$ cat src/hw/rtl/mprd_pkg.sv
// ----------------------------------------------------------------------------
// mprd_pkg
// Types, codes and constants shared by the meter poll response decoder.
// ----------------------------------------------------------------------------
package mprd_pkg;

    localparam int OP_W      = 2;
    localparam int BYTE_W    = 8;
    localparam int KIND_W    = 2;
    localparam int QUERY_W   = 3;
    localparam int CHANNEL_W = 2;
    localparam int VALUE_W   = 38;
    localparam int SCALE_W   = 16;
    localparam int RETRY_W   = 2;
    localparam int COUNT_W   = 5;
    localparam int FAIL_W    = 3;
    localparam int CFG_IDX_W = 1;
    localparam int CFG_DATA_W = 16;
    localparam int RAW_W     = 22;
    localparam int DATA_DEPTH = 12;
    localparam int DATA_IDX_W = 4;

    localparam int JOB_QUEUE_DEPTH = 2;

    localparam logic [COUNT_W-1:0] DATA_FIRST = 5'd14;
    localparam logic [COUNT_W-1:0] DATA_LAST  = 5'd25;

    // Input operations
    localparam logic [OP_W-1:0] OP_START   = 2'd0;
    localparam logic [OP_W-1:0] OP_BYTE    = 2'd1;
    localparam logic [OP_W-1:0] OP_TIMEOUT = 2'd2;

    // Result kinds
    localparam logic [KIND_W-1:0] KIND_REQUEST = 2'd0;
    localparam logic [KIND_W-1:0] KIND_VALUE   = 2'd1;
    localparam logic [KIND_W-1:0] KIND_DONE    = 2'd2;
    localparam logic [KIND_W-1:0] KIND_FAILED  = 2'd3;

    // Queries
    localparam logic [QUERY_W-1:0] QUERY_VOLTAGE = 3'd0;
    localparam logic [QUERY_W-1:0] QUERY_CURRENT = 3'd1;
    localparam logic [QUERY_W-1:0] QUERY_PF      = 3'd5;
    localparam logic [QUERY_W-1:0] QUERY_IDLE    = 3'd7;

    // Configuration register indexes
    localparam logic [CFG_IDX_W-1:0] CFG_CURRENT_SCALE = 1'd0;
    localparam logic [CFG_IDX_W-1:0] CFG_RETRY_LIMIT   = 1'd1;

    localparam logic [SCALE_W-1:0] SCALE_RESET = 16'd300;
    localparam logic [RETRY_W-1:0] RETRY_RESET = 2'd1;

    // Job kinds passed from front to back
    localparam logic [1:0] JOB_REQUEST = 2'd0;
    localparam logic [1:0] JOB_FRAME   = 2'd1;
    localparam logic [1:0] JOB_FAIL    = 2'd2;

    typedef logic [DATA_DEPTH-1:0][BYTE_W-1:0] data_t;

    typedef struct packed {
        logic [1:0]         jkind;
        logic [QUERY_W-1:0] query;
        data_t              data;
    } job_t;

    typedef struct packed {
        logic [SCALE_W-1:0] current_scale;
        logic [RETRY_W-1:0] retry_limit;
    } cfg_t;

    function automatic logic [COUNT_W-1:0] frame_len(input logic [QUERY_W-1:0] q);
        logic [COUNT_W-1:0] len;
        case (q)
            3'd0:    len = 5'd22;
            3'd1:    len = 5'd25;
            3'd2:    len = 5'd28;
            3'd3:    len = 5'd28;
            3'd4:    len = 5'd28;
            3'd5:    len = 5'd24;
            default: len = 5'd0;
        endcase
        return len;
    endfunction

    // One byte read as two offset digits: 10*(hi-3) + (lo-3).
    function automatic logic signed [RAW_W-1:0] byte_digit(input logic [BYTE_W-1:0] b);
        logic [RAW_W-1:0] hi;
        logic [RAW_W-1:0] lo;
        hi = {{(RAW_W-4){1'b0}}, b[7:4]};
        lo = {{(RAW_W-4){1'b0}}, b[3:0]};
        return $signed(hi * RAW_W'(10) + lo - RAW_W'(33));
    endfunction

endpackage

$ cat src/hw/rtl/mprd_item_if.sv
// ----------------------------------------------------------------------------
// mprd_item_if
// Input channel: poll commands, received bytes and timeouts.
// ----------------------------------------------------------------------------
interface mprd_item_if import mprd_pkg::*; ();
    logic              valid;
    logic              ready;
    logic [OP_W-1:0]   op;
    logic [BYTE_W-1:0] rx_byte;

    modport source (output valid, output op, output rx_byte, input ready);
    modport sink   (input valid, input op, input rx_byte, output ready);
endinterface

$ cat src/hw/rtl/mprd_result_if.sv
// ----------------------------------------------------------------------------
// mprd_result_if
// Output channel: requests, measured values and cycle status.
// ----------------------------------------------------------------------------
interface mprd_result_if import mprd_pkg::*; ();
    logic                        valid;
    logic                        ready;
    logic [KIND_W-1:0]           kind;
    logic [QUERY_W-1:0]          query;
    logic [CHANNEL_W-1:0]        channel;
    logic signed [VALUE_W-1:0]   value;
    logic                        last;

    modport source (output valid, output kind, output query, output channel,
                    output value, output last, input ready);
    modport sink   (input valid, input kind, input query, input channel,
                    input value, input last, output ready);
endinterface

$ cat src/hw/rtl/mprd_cfg_if.sv
// ----------------------------------------------------------------------------
// mprd_cfg_if
// Configuration write channel: register index and write data.
// ----------------------------------------------------------------------------
interface mprd_cfg_if import mprd_pkg::*; ();
    logic                  valid;
    logic                  ready;
    logic [CFG_IDX_W-1:0]  index;
    logic [CFG_DATA_W-1:0] data;

    modport source (output valid, output index, output data, input ready);
    modport sink   (input valid, input index, input data, output ready);
endinterface

$ cat src/hw/rtl/mprd_front.sv
// ----------------------------------------------------------------------------
// mprd_front
// Accepts items, tracks the poll sequence and frame byte count, keeps the
// data bytes of the frame and hands at most one job per item to the queue.
// ----------------------------------------------------------------------------
module mprd_front import mprd_pkg::*;
(
    input  logic         clk,
    input  logic         rst_n,
    mprd_item_if.sink    item,
    input  cfg_t         cfg,
    output logic         job_valid,
    input  logic         job_ready,
    output job_t         job
);

    logic [QUERY_W-1:0]    active_reg, active_next;
    logic [COUNT_W-1:0]    count_reg, count_next;
    logic [FAIL_W-1:0]     fail_reg, fail_next;
    data_t                 data_reg, data_next;
    logic                  accept;
    logic [COUNT_W-1:0]    count_inc;
    logic [COUNT_W-1:0]    offset;
    logic [DATA_IDX_W-1:0] wr_idx;

    assign item.ready = job_ready;
    assign accept     = item.valid && item.ready;
    assign count_inc  = count_reg + COUNT_W'(1);
    assign offset     = count_reg - DATA_FIRST;
    assign wr_idx     = offset[DATA_IDX_W-1:0];

    always_comb
    begin
        active_next = active_reg;
        count_next  = count_reg;
        fail_next   = fail_reg;
        data_next   = data_reg;
        job_valid   = 1'b0;
        job.jkind   = JOB_REQUEST;
        job.query   = active_reg;
        job.data    = data_reg;
        if (accept)
        begin
            case (item.op)
                OP_START:
                begin
                    active_next = QUERY_VOLTAGE;
                    count_next  = '0;
                    job_valid   = 1'b1;
                    job.query   = QUERY_VOLTAGE;
                end
                OP_BYTE:
                begin
                    if (active_reg <= QUERY_PF)
                    begin
                        if (count_reg inside {[DATA_FIRST:DATA_LAST]})
                        begin
                            data_next[wr_idx] = item.rx_byte;
                        end
                        if (count_inc == frame_len(active_reg))
                        begin
                            count_next = '0;
                            fail_next  = '0;
                            job_valid  = 1'b1;
                            job.jkind  = JOB_FRAME;
                            // If the last byte of the frame is a data byte, it is merged in here.
                            job.data   = data_next;
                            active_next = (active_reg == QUERY_PF) ? QUERY_IDLE
                                                                   : active_reg + QUERY_W'(1);
                        end
                        else
                        begin
                            count_next = count_inc;
                        end
                    end
                end
                OP_TIMEOUT:
                begin
                    if (active_reg <= QUERY_PF)
                    begin
                        count_next = '0;
                        job_valid  = 1'b1;
                        if (fail_reg > {1'b0, cfg.retry_limit})
                        begin
                            fail_next   = '0;
                            active_next = QUERY_IDLE;
                            job.jkind   = JOB_FAIL;
                        end
                        else
                        begin
                            fail_next = fail_reg + FAIL_W'(1);
                        end
                    end
                end
                default:
                begin
                    job_valid = 1'b0;
                end
            endcase
        end
    end

    always_ff @(posedge clk or negedge rst_n)
    begin
        if (!rst_n)
        begin
            active_reg <= QUERY_IDLE;
            count_reg  <= '0;
            fail_reg   <= '0;
        end
        else
        begin
            active_reg <= active_next;
            count_reg  <= count_next;
            fail_reg   <= fail_next;
        end
    end

    // The data bytes are always written in a frame before a decode reads them.
    always_ff @(posedge clk)
    begin
        data_reg <= data_next;
    end

endmodule

$ cat src/hw/rtl/mprd_queue.sv
// ----------------------------------------------------------------------------
// mprd_queue
// Short job queue between the front and the back part.
// ----------------------------------------------------------------------------
module mprd_queue import mprd_pkg::*;
#(
    parameter int DEPTH = JOB_QUEUE_DEPTH
)
(
    input  logic clk,
    input  logic rst_n,
    input  logic push_valid,
    output logic push_ready,
    input  job_t push_job,
    output logic pop_valid,
    input  logic pop_ready,
    output job_t pop_job
);

    localparam int PTR_W = (DEPTH > 1) ? $clog2(DEPTH) : 1;
    localparam int CNT_W = $clog2(DEPTH + 1);

    job_t             mem [DEPTH];
    logic [PTR_W-1:0] wr_ptr_reg, wr_ptr_next;
    logic [PTR_W-1:0] rd_ptr_reg, rd_ptr_next;
    logic [CNT_W-1:0] cnt_reg, cnt_next;
    logic             push;
    logic             pop;

    assign push_ready = (cnt_reg != CNT_W'(DEPTH));
    assign pop_valid  = (cnt_reg != '0);
    assign push       = push_valid && push_ready;
    assign pop        = pop_valid && pop_ready;
    assign pop_job    = mem[rd_ptr_reg];

    always_comb
    begin
        wr_ptr_next = wr_ptr_reg;
        rd_ptr_next = rd_ptr_reg;
        cnt_next    = cnt_reg;
        if (push)
        begin
            wr_ptr_next = (wr_ptr_reg == PTR_W'(DEPTH - 1)) ? '0 : wr_ptr_reg + PTR_W'(1);
        end
        if (pop)
        begin
            rd_ptr_next = (rd_ptr_reg == PTR_W'(DEPTH - 1)) ? '0 : rd_ptr_reg + PTR_W'(1);
        end
        if (push && !pop)
        begin
            cnt_next = cnt_reg + CNT_W'(1);
        end
        else if (pop && !push)
        begin
            cnt_next = cnt_reg - CNT_W'(1);
        end
    end

    always_ff @(posedge clk or negedge rst_n)
    begin
        if (!rst_n)
        begin
            wr_ptr_reg <= '0;
            rd_ptr_reg <= '0;
            cnt_reg    <= '0;
        end
        else
        begin
            wr_ptr_reg <= wr_ptr_next;
            rd_ptr_reg <= rd_ptr_next;
            cnt_reg    <= cnt_next;
        end
    end

    always_ff @(posedge clk)
    begin
        if (push)
        begin
            mem[wr_ptr_reg] <= push_job;
        end
    end

endmodule

$ cat src/hw/rtl/mprd_back.sv
// ----------------------------------------------------------------------------
// mprd_back
// Expands each job into its result items: a sequencer stage that decodes the
// excess-3 digits, then the output register (gain multiply if three-digit).
// ----------------------------------------------------------------------------
module mprd_back import mprd_pkg::*;
(
    input  logic          clk,
    input  logic          rst_n,
    input  cfg_t          cfg,
    input  logic          job_valid,
    output logic          job_ready,
    input  job_t          job,
    mprd_result_if.source result
);

    // Sequencer position inside the current job.
    logic [2:0]                 idx_reg, idx_next;

    logic                       s1_valid_reg;
    logic [KIND_W-1:0]          s1_kind_reg;
    logic [QUERY_W-1:0]         s1_query_reg;
    logic [CHANNEL_W-1:0]       s1_channel_reg;
    logic signed [RAW_W-1:0]    s1_raw_reg;
    logic                       s1_scale_reg;
    logic                       s1_last_reg;

    logic                       out_valid_reg;
    logic [KIND_W-1:0]          out_kind_reg;
    logic [QUERY_W-1:0]         out_query_reg;
    logic [CHANNEL_W-1:0]       out_channel_reg;
    logic signed [VALUE_W-1:0]  out_value_reg;
    logic                       out_last_reg;

    logic                       out_load;
    logic                       s1_load;
    logic                       issue;
    logic                       three_digit;
    logic [2:0]                 n_values;
    logic [2:0]                 last_idx;
    logic [1:0]                 r;
    logic [DATA_IDX_W-1:0]      p2;
    logic [DATA_IDX_W-1:0]      p3;
    logic signed [RAW_W-1:0]    raw;
    logic [KIND_W-1:0]          d_kind;
    logic [QUERY_W-1:0]         d_query;
    logic [CHANNEL_W-1:0]       d_channel;
    logic signed [RAW_W-1:0]    d_raw;
    logic                       d_scale;
    logic signed [VALUE_W:0]    product;

    assign out_load  = !out_valid_reg || result.ready;
    assign s1_load   = !s1_valid_reg || out_load;
    assign issue     = job_valid && s1_load;

    // Voltage and current have three phase values, the others four.
    assign three_digit = (job.query != QUERY_VOLTAGE) && (job.query != QUERY_PF);
    assign n_values    = (job.query <= QUERY_CURRENT) ? 3'd3 : 3'd4;
    assign last_idx    = (job.jkind == JOB_FRAME) ? n_values : 3'd0;
    assign job_ready   = issue && (idx_reg == last_idx);

    assign r  = idx_reg[1:0];
    assign p2 = {1'b0, r, 1'b0};
    assign p3 = {2'b00, r} + {1'b0, r, 1'b0};

    always_comb
    begin
        if (three_digit)
        begin
            raw = byte_digit(job.data[p3 + DATA_IDX_W'(2)]) * RAW_W'(10000)
                + byte_digit(job.data[p3 + DATA_IDX_W'(1)]) * RAW_W'(100)
                + byte_digit(job.data[p3]);
        end
        else
        begin
            raw = byte_digit(job.data[p2 + DATA_IDX_W'(1)]) * RAW_W'(100)
                + byte_digit(job.data[p2]);
        end
    end

    always_comb
    begin
        d_kind    = KIND_REQUEST;
        d_query   = job.query;
        d_channel = '0;
        d_raw     = '0;
        d_scale   = 1'b0;
        case (job.jkind)
            JOB_REQUEST:
            begin
                d_kind = KIND_REQUEST;
            end
            JOB_FAIL:
            begin
                d_kind = KIND_FAILED;
            end
            JOB_FRAME:
            begin
                if (idx_reg < n_values)
                begin
                    d_kind    = KIND_VALUE;
                    d_channel = (job.query <= QUERY_CURRENT) ? r + CHANNEL_W'(1) : r;
                    d_raw     = raw;
                    d_scale   = three_digit;
                end
                else if (job.query == QUERY_PF)
                begin
                    d_kind  = KIND_DONE;
                    d_query = QUERY_PF;
                end
                else
                begin
                    d_kind  = KIND_REQUEST;
                    d_query = job.query + QUERY_W'(1);
                end
            end
            default:
            begin
                d_kind = KIND_REQUEST;
            end
        endcase
    end

    always_comb
    begin
        idx_next = idx_reg;
        if (issue)
        begin
            idx_next = (idx_reg == last_idx) ? 3'd0 : idx_reg + 3'd1;
        end
    end

    assign product = (VALUE_W+1)'(s1_raw_reg)
                   * (VALUE_W+1)'($signed({1'b0, cfg.current_scale}));

    always_ff @(posedge clk or negedge rst_n)
    begin
        if (!rst_n)
        begin
            idx_reg       <= '0;
            s1_valid_reg  <= 1'b0;
            out_valid_reg <= 1'b0;
        end
        else
        begin
            idx_reg <= idx_next;
            if (s1_load)
            begin
                s1_valid_reg <= issue;
            end
            if (out_load)
            begin
                out_valid_reg <= s1_valid_reg;
            end
        end
    end

    always_ff @(posedge clk)
    begin
        if (issue)
        begin
            s1_kind_reg    <= d_kind;
            s1_query_reg   <= d_query;
            s1_channel_reg <= d_channel;
            s1_raw_reg     <= d_raw;
            s1_scale_reg   <= d_scale;
            s1_last_reg    <= (idx_reg == last_idx);
        end
        if (out_load && s1_valid_reg)
        begin
            out_kind_reg    <= s1_kind_reg;
            out_query_reg   <= s1_query_reg;
            out_channel_reg <= s1_channel_reg;
            out_value_reg   <= s1_scale_reg ? product[VALUE_W-1:0] : VALUE_W'(s1_raw_reg);
            out_last_reg    <= s1_last_reg;
        end
    end

    assign result.valid   = out_valid_reg;
    assign result.kind    = out_kind_reg;
    assign result.query   = out_query_reg;
    assign result.channel = out_channel_reg;
    assign result.value   = out_value_reg;
    assign result.last    = out_last_reg;

endmodule

$ cat src/hw/rtl/meter_poll_response_decoder.sv
// ----------------------------------------------------------------------------
// meter_poll_response_decoder
// Drives a six-step meter poll and decodes each response's excess-3 readings.
//
// The item channel takes a start, a received byte or a timeout. The result
// channel gives request items, measured values, cycle-done and cycle-failed,
// with last set on the final item caused by an input item. The cfg channel
// writes the current/power gain and the retry limit; it is always ready.
//
// Items are accepted one per cycle while the job queue has room. The front
// part handles each item in its accept cycle; its first result item then
// passes the job queue, sequencer and output registers. A completed frame
// produces four or five result items, one per cycle from the sequencer while
// the receiver takes them, holding the back part till the last. A start, or
// a timeout while a query is active, produces one item; others produce none.
// When the receiver stalls, the output register and sequencer hold, the
// queue fills and item.ready drops. Reset puts the poll sequence idle, clears
// the byte and failure counts, and loads the gain with 300 and the limit with 1.
// ----------------------------------------------------------------------------
module meter_poll_response_decoder import mprd_pkg::*;
#(
    parameter int QUEUE_DEPTH = JOB_QUEUE_DEPTH
)
(
    input  logic          clk,
    input  logic          rst_n,
    mprd_item_if.sink     item,
    mprd_result_if.source result,
    mprd_cfg_if.sink      cfg
);

    cfg_t cfg_reg;
    logic front_valid;
    logic front_ready;
    job_t front_job;
    logic back_valid;
    logic back_ready;
    job_t back_job;

    assign cfg.ready = 1'b1;

    always_ff @(posedge clk or negedge rst_n)
    begin
        if (!rst_n)
        begin
            cfg_reg.current_scale <= SCALE_RESET;
            cfg_reg.retry_limit   <= RETRY_RESET;
        end
        else if (cfg.valid && cfg.ready)
        begin
            case (cfg.index)
                CFG_CURRENT_SCALE: cfg_reg.current_scale <= cfg.data;
                CFG_RETRY_LIMIT:   cfg_reg.retry_limit   <= cfg.data[RETRY_W-1:0];
                default:           cfg_reg <= cfg_reg;
            endcase
        end
    end

    mprd_front u_front
    (
        .clk       (clk),
        .rst_n     (rst_n),
        .item      (item),
        .cfg       (cfg_reg),
        .job_valid (front_valid),
        .job_ready (front_ready),
        .job       (front_job)
    );

    mprd_queue #(.DEPTH(QUEUE_DEPTH)) u_queue
    (
        .clk        (clk),
        .rst_n      (rst_n),
        .push_valid (front_valid),
        .push_ready (front_ready),
        .push_job   (front_job),
        .pop_valid  (back_valid),
        .pop_ready  (back_ready),
        .pop_job    (back_job)
    );

    mprd_back u_back
    (
        .clk       (clk),
        .rst_n     (rst_n),
        .cfg       (cfg_reg),
        .job_valid (back_valid),
        .job_ready (back_ready),
        .job       (back_job),
        .result    (result)
    );

    // A done item only follows the power factor readings and ends the item.
    assert property (@(posedge clk) disable iff (!rst_n)
        result.valid && result.kind == KIND_DONE |-> result.query == QUERY_PF && result.last)
        else $error("cycle-done with wrong query or without last");

    // Only measured values carry a value or a channel.
    assert property (@(posedge clk) disable iff (!rst_n)
        result.valid && result.kind != KIND_VALUE |-> result.value == '0 && result.channel == '0)
        else $error("non-value item carries value or channel");

    // Voltage and current readings are per phase, never total.
    assert property (@(posedge clk) disable iff (!rst_n)
        result.valid && result.kind == KIND_VALUE && result.query <= QUERY_CURRENT
        |-> result.channel != '0)
        else $error("phase reading on total channel");

    // A measured value is never the final item of its input item.
    assert property (@(posedge clk) disable iff (!rst_n)
        result.valid && result.kind == KIND_VALUE |-> !result.last)
        else $error("measured value marked last");

endmodule
$ cat src/flat_wrapper.sv
// flat-port wrapper written by rule: the top's interface ports become plain ports
module meter_poll_response_decoder_flat import mprd_pkg::*;
#(
    parameter int QUEUE_DEPTH = JOB_QUEUE_DEPTH
)
  (clk, rst_n, item_valid, item_op, item_rx_byte, item_ready, result_valid, result_kind, result_query, result_channel, result_value, result_last, result_ready, cfg_valid, cfg_index, cfg_data, cfg_ready);
  mprd_item_if item_i ();
  mprd_result_if result_i ();
  mprd_cfg_if cfg_i ();
  input  logic clk;
  input  logic rst_n;
  input wire logic [$bits(item_i.valid)-1:0] item_valid;
  input wire logic [$bits(item_i.op)-1:0] item_op;
  input wire logic [$bits(item_i.rx_byte)-1:0] item_rx_byte;
  output wire logic [$bits(item_i.ready)-1:0] item_ready;
  output wire logic [$bits(result_i.valid)-1:0] result_valid;
  output wire logic [$bits(result_i.kind)-1:0] result_kind;
  output wire logic [$bits(result_i.query)-1:0] result_query;
  output wire logic [$bits(result_i.channel)-1:0] result_channel;
  output wire logic [$bits(result_i.value)-1:0] result_value;
  output wire logic [$bits(result_i.last)-1:0] result_last;
  input wire logic [$bits(result_i.ready)-1:0] result_ready;
  input wire logic [$bits(cfg_i.valid)-1:0] cfg_valid;
  input wire logic [$bits(cfg_i.index)-1:0] cfg_index;
  input wire logic [$bits(cfg_i.data)-1:0] cfg_data;
  output wire logic [$bits(cfg_i.ready)-1:0] cfg_ready;
  assign item_i.valid = item_valid;
  assign item_i.op = item_op;
  assign item_i.rx_byte = item_rx_byte;
  assign item_ready = item_i.ready;
  assign result_valid = result_i.valid;
  assign result_kind = result_i.kind;
  assign result_query = result_i.query;
  assign result_channel = result_i.channel;
  assign result_value = result_i.value;
  assign result_last = result_i.last;
  assign result_i.ready = result_ready;
  assign cfg_i.valid = cfg_valid;
  assign cfg_i.index = cfg_index;
  assign cfg_i.data = cfg_data;
  assign cfg_ready = cfg_i.ready;
  meter_poll_response_decoder #(.QUEUE_DEPTH(QUEUE_DEPTH)) u_core (.clk(clk), .rst_n(rst_n), .item(item_i), .result(result_i), .cfg(cfg_i));
endmodule
$ cat config.mk
export PLATFORM = sky130hd
export DESIGN_NAME = meter_poll_response_decoder_flat
export DESIGN_NICKNAME = d
export VERILOG_FILES = /design/src/hw/rtl/mprd_pkg.sv /design/src/hw/rtl/mprd_item_if.sv /design/src/hw/rtl/mprd_result_if.sv /design/src/hw/rtl/mprd_cfg_if.sv /design/src/hw/rtl/mprd_front.sv /design/src/hw/rtl/mprd_queue.sv /design/src/hw/rtl/mprd_back.sv /design/src/hw/rtl/meter_poll_response_decoder.sv /design/src/flat_wrapper.sv
export SDC_FILE = /design/constraint.sdc
export NUM_CORES = 2
export LEC_CHECK = 0
export BUFFER_PORTS_ARGS = -buffer_cell sky130_fd_sc_hd__buf_4
export CAP_MARGIN = 20
export CORE_MARGIN = 2
export CORE_UTILIZATION = 65
export CTS_BUF_LIST = sky130_fd_sc_hd__clkbuf_16
export DETAILED_ROUTE_END_ITERATION = 7
export PLACE_DENSITY = 0.87
export SLEW_MARGIN = 20
export SYNTH_ARGS = -nofsm -noshare
export SYNTH_HDL_FRONTEND = slang
export SYNTH_HIERARCHICAL = 1
export SYNTH_SLANG_ARGS = --single-unit
export TNS_END_PERCENT = 10
$ cat constraint.sdc
create_clock -name clk -period 11.9 [get_ports clk]
set_clock_uncertainty 0.15 [all_clocks]
set_input_delay 0.595 -clock clk [delete_from_list [all_inputs] [get_ports clk]]
set_output_delay 0.595 -clock clk [all_outputs]
set_load 0.005 [all_outputs]
# Yosys cells after proc, flatten, opt, wreduce, memory -nomap -nowiden
# Memory sizes are Yosys's and may differ from the RTL's.
# Index checks and enable logic that the tools add are counted.
[word_totals]
reg_bits = 211
ramBits = 202
out_inout_bits = 49
input_bits = 32
mem_count = 1
latchBits = 0
word_cells = 202
romBits = 0
[mem_list]
columns = ["memory", "words", "word_bits", "rd", "rd_ports_with_merged_regs", "wr", "line", "source"]
rows = [
  ["u_core.u_queue.mem", 2, 101, 1, 0, 1, "mprd_queue.sv:23", "job_t mem [DEPTH];"],
]
[classes]
eq_ne = 18
mux = 66
n_div = 0
n_reduce_logical = 32
n_shift = 0
mul = 9
n_bitwise = 1
add_sub_neg = 28
n_lt_le_gt_ge = 13
[op_table]
columns = ["cell", "count"]
rows = [
  ["96-bit two-way mux", 4],
  ["8-bit binary-select mux with 4-bit select", 4],
  ["101-bit two-way mux", 1],
  ["96-bit bitwise mux", 1],
  ["9-bit by 6-bit subtractor with 10-bit output (second input constant)", 5],
  ["3-bit two-way mux", 16],
  ["8-bit two-way mux", 6],
  ["8-bit by 4-bit adder with 9-bit output", 5],
  ["22-bit by 17-bit multiplier with 38-bit output", 1],
  ["38-bit two-way mux", 1],
  ["4-bit by 3-bit multiplier with 7-bit output (second input constant)", 5],
  ["8-bit demux with 4-bit select", 1],
  ["10-bit by 6-bit multiplier with 16-bit output (second input constant)", 2],
  ["5-bit two-way mux", 6],
  ["4-bit by 5-bit less-than comparator with 1-bit output (second input constant)", 5],
  ["22-bit by 10-bit adder with 22-bit output", 1],
  ["22-bit by 18-bit adder with 22-bit output", 1],
  ["22-bit two-way mux", 1],
  ["5-bit one-hot mux with 4 select lines", 1],
  ["18-bit by 10-bit adder with 19-bit output", 1],
  ["10-bit by 11-bit multiplier with 18-bit output (second input constant)", 1],
  ["8-bit binary-select mux with 2-bit select", 1],
  ["5-bit one-hot mux with 3 select lines", 1],
  ["2-bit two-way mux", 7],
  ["other kinds (46)", 89],
]

# Depth between registers and ports, before layout
[logic_depth]
ltp_word = 16
depth_mapped = 44
ltp_nobuf = 41

# By module
# Netlist, hierarchy kept.
[modules_own_cells]
columns = ["module", "seq_area_each_um2", "cells_each", "instances", "area_per_inst_um2"]
rows = [
  ["mprd_back", 2437.3, 2684, 1, 25610.8],
  ["mprd_queue", 6165.9, 332, 1, 7805.0],
  ["mprd_front", 3161.8, 477, 1, 6538.8],
  ["meter_poll_response_decoder", 456.7, 42, 1, 757.0],
]

# Worst setup path before layout
# No wires, ideal clock.
[synth_path]
path_type = "register to register"
startpoint = "register u_core.u_back.idx_reg[0]"
endpoint = "register u_core.u_back.s1_raw_reg[21] (data pin)"
required_time_ns = 11.485
path_slack_ns = 1.733
path_stages_with_launch = 40
setup_ns = 0.265
arrival_ns = 9.752
synth_period_minus_slack_ns = 10.167
n_path_buf = 4
cell_sequence = "dfrtp_1 buf_2 inv_1 ha_1 buf_2 buf_1 clkbuf_1 mux4_2 nand2_1 o21ai_0 ha_1 and2_1 fa_1 ha_1 nand3b_1 and4b_1 o21bai_1 xnor2_4 [4 not listed] inv_1 fa_1 fa_1 ha_1 ha_1 inv_1 a21oi_1 nand2b_1 fa_1 inv_1 ha_1 a21o_1 a21oi_1 nor2_1 a311oi_1 o21ai_0 xnor2_1 o21ai_1"
[synth_via]
elab_chain_cells = 11
elab_cells_between_ends = 38
cone_classes = "add/sub: 17; mul: 8; order compare: 1; mux: 11; reduce/logical: 1"
[synth_lines]
columns = ["element", "line", "source"]
rows = [
  ["start, declared", "mprd_back.sv:18", "logic [2:0] idx_reg, idx_next;"],
  ["start signal, assigned", "mprd_back.sv:146", "idx_reg <= idx_next;"],
  ["2-bit by 3-bit adder with 4-bit output", "mprd_back.sv:64", "assign p3 = {2'b00, r} + {1'b0, r, 1'b0};"],
  ["4-bit by 2-bit adder with 4-bit output / 4-bit by 1-bit adder with 4-bit output (equally long branches)", "mprd_back.sv:70, mprd_back.sv:71", ""],
  ["8-bit binary-select mux with 4-bit select (on tied branches)", "mprd_back.sv:70, mprd_back.sv:71", ""],
  ["8-bit two-way mux (on tied branches)", "mprd_back.sv:70, mprd_back.sv:71", ""],
  ["4-bit by 3-bit multiplier with 7-bit output", "mprd_pkg.sv:90", "return $signed(hi * RAW_W'(10) + lo - RAW_W'(33));"],
  ["8-bit by 4-bit adder with 9-bit output", "mprd_pkg.sv:90", ""],
  ["9-bit by 6-bit subtractor with 10-bit output", "mprd_pkg.sv:90", ""],
  ["10-bit by 11-bit multiplier with 18-bit output / 10-bit by 6-bit multiplier with 16-bit output (equally long branches)", "mprd_back.sv:70, mprd_back.sv:71", ""],
  ["22-bit by 18-bit adder with 22-bit output", "mprd_back.sv:71", "+ byte_digit(job.data[p3 + DATA_IDX_W'(1)]) * RAW_W'(100)"],
  ["22-bit by 10-bit adder with 22-bit output", "mprd_back.sv:72", "+ byte_digit(job.data[p3]);"],
  ["22-bit two-way mux", "mprd_back.sv:68", "if (three_digit)"],
  ["end signal, assigned", "mprd_back.sv:165", "s1_raw_reg <= d_raw;"],
  ["end, declared", "mprd_back.sv:24", "logic signed [RAW_W-1:0] s1_raw_reg;"],
]
# Several ways; a longest one is shown, not always the timed one. The select of a mux whose other input is x is not followed.
# A chain may end at the register's enable or synchronous reset.

# Final worst setup path
# Same ends and word-level chain as after synthesis.

==> results_dict.tcl <==
set metrics [dict create \
    dpl_cell_area_sq_um 42000 \
    start_util 0.658 \
    finalMaxSlewViolations 0 \
    min_from "cfg_data[1]" \
    overflow 0 \
    die_y_microns 254 \
    yosysMostFrequentCell "inv_1" \
    maxSlewHeadroom 0.180 \
    io_buffers 79 \
    cp-startpoint "u_core/u_back/idx_reg[0]$_DFFE_PN0P_" \
    h-tree-depth 2 \
    yosysWarnings 6 \
    synth-xor-area-share 0.0349 \
    cpPeakStageDelay_ps 790 \
    fin_hold_ws_ps 95.2 \
    synth_ff_type "edfxtp_1" \
    post_drt_wl_per_cell_microns 20.8 \
    synth_top_family_by_area "adder cells" \
    antenna_found_initial 0 \
    crit_type "reg2reg" \
    antenna_cells 0 \
    period_needed_ps 10800 \
    multiInputGateArea_sq_um 25700 \
    synth.mux.area_fraction 0.148 \
    ctsResizeCount 0 \
    clockBufferDepth 3 \
    numCtsBuffers 44 \
    vias 26400 \
    finalHoldViolCount 0 \
    synth_compound_area_frac 0.0546 \
    nets 4342 \
    drc 0 \
    dieArea_sq_um 64700 \
    yosys.area.top_type "edfxtp_1" \
    synthDominantCellAreaShare 0.277 \
    antenna_left 0 \
    min_to "u_core/cfg_reg[1]$_DFFE_PN0P_" \
    crit_required_ps 12060 \
    synth-simple-area-share 0.0857 \
    largest_register_ffs 202 \
    seq_area_sq_um 12200 \
    worst_setup_path_start_kind "flip-flop" \
    layout-drive-gt1-share 0.169 \
    cp_max_fo 41 \
    synthCells 3535 \
    pin_count 81 \
    avgSynthCellArea_sq_um 11.5 \
    worstPathArrival_ps 10960 \
    clockRootBuffer "clkbuf_16" \
    synth-seq-area-share 0.300 \
    grt_pass1_wl_microns 148000 \
    grt_max_degree 81 \
    max_freq_ghz 0.0926 \
    synth_edf_count 375 \
    synth_common_cells "579 x inv_1, 407 x fa_1, 375 x edfxtp_1" \
    clock_latency_ps 610 \
    crit_slowest_cell "dfrtp_4" \
    worstReg2RegEnd "u_core/u_back/s1_raw_reg[21]$_SDFFCE_PN0P_" \
    num-fill-cells 4083 \
    numClockSinks 413 \
    syn-cell-area_sq_um 40700 \
    ys_types 86 \
    synth_nets 4322 \
    hpwl_microns 69800 \
    synth-adder-area-share 0.307 \
    grt_use_total 0.293 \
    tns_ps 0 \
    coreArea_sq_um 61800 \
    drtPass1Iterations 7 \
    setup_viol 0 \
    async_reset_ff_frac 0.0920 \
    hold-path-cell-count 2 \
    r2r_cells 36 \
    rsz0062_at_grt "false" \
    path_clk_slew_ps 60 \
    min_path_type "in2reg" \
    post-route-period-util 0.908 \
    cts_tree "done" \
    final_util 0.704 \
    status "completed" \
    first_iter_violations 2303 \
    synth-seq-cells 413 \
    vias_per_cell 5.96 \
    row_count 91 \
    stdcell_area_sq_um 43500 \
    place.gp.congestion 0.934 \
    worst_pin_slew_ps 1230 \
    wl_microns 91900 \
    r2r_start "u_core/u_back/idx_reg[0]$_DFFE_PN0P_" \
    r2r_slack_ps 1100 \
    end_kind "flip-flop" \
    grt_pass1_vias 27900 \
    max-cap-violations 0 \
    syn2layout_area_growth_pct 6.85 \
    chipWidth_microns 254 \
    synth_area_leaders "edfxtp_1 28%, fa_1 20%, ha_1 11%" \
]
-- cells by family after synthesis --
family,Yosys count
AOI/OAI and AO/OA,352
xor gates and xnor gates,152
adders and majority gates,756
buffers and inverters,718
DFF,413
muxes,439
other,1
and+or+nand+nor,704
-- layout make-up --
cell class / count / share of cell area
multi-input combinational: 2404 / 0.591
sequential: 413 / 0.281
inverter: 583 / 0.0503
clock buffer: 44 / 0.0253
tap: 837 / 0.0241
timing repair buffer: 109 / 0.0189
clock inverter: 34 / 0.00964
-- stage by stage --
step           setup WS (ps)  std cells
2_1_floorplan           1730       3535
5_1_grt                  485       4424
6_report                1100       4424
4_1_cts                 1110       4424
3_3_place_gp            1440       4345
3_5_place_dp            1180       4345
-- worst max-delay path by stage --
| stage | cells after the start | endpoint | slack [ps] |
|---|---|---|---|
| 5_1_grt | 34 | u_core/u_back/s1_raw_reg[21]$_SDFFCE_PN0P_ | 480 |
| 4_1_cts | 36 | u_core/u_back/s1_raw_reg[21]$_SDFFCE_PN0P_ | 1110 |
| 3_5_place_dp | 36 | u_core/u_back/s1_raw_reg[21]$_SDFFCE_PN0P_ | 1180 |
| 3_3_place_gp | 37 | u_core/u_back/s1_raw_reg[21]$_SDFFCE_PN0P_ | 1440 |
| 6_report | 36 | u_core/u_back/s1_raw_reg[21]$_SDFFCE_PN0P_ | 1100 |
| 2_1_floorplan | 39 | u_core/u_back/s1_raw_reg[21]$_SDFFCE_PN0P_ | 1730 |
-- worst max-delay path: cells and delay by family, from the launching register on --
| family | cells | cell delay (ps) |
|---|---|---|
| muxes | 2 | 590 |
| DFF | 1 | 790 |
| xor gates and xnor gates | 3 | 530 |
| buffers and inverters | 7 | 1050 |
| AOI/OAI and AO/OA | 7 | 1450 |
| and+or+nand+nor | 5 | 730 |
| adders and majority gates | 12 | 5190 |
-- layout by cell type (no fill, tap or decap), types with 100 or more instances in the layout --
cell type	n
inv_1	586
a21oi_1	112
mux2_2	221
nor2_1	118
and2_1	151
buf_4	108
ha_1	347
xnor2_1	100
fa_1	407
edfxtp_1	375
nand2_1	291
-- repair_timing --
item | CTS | global route
buffers inserted | 0 | 0
hold buffers | 1 | 0
hold endpoints to repair | 30 | 0
-- per-layer routing --
layer  up-vias  GRT usage  share of wire
met5         -          0              0
met4         0      0.108          0.038
met3       218     0.0396          0.068
met2      1077      0.522           0.51
met1     13200      0.365           0.39
li1      11800          -              -
Power is left out: the tool's default activity adds up to more than one toggle a clock period on the data nets, which glitch-free logic cannot reach.
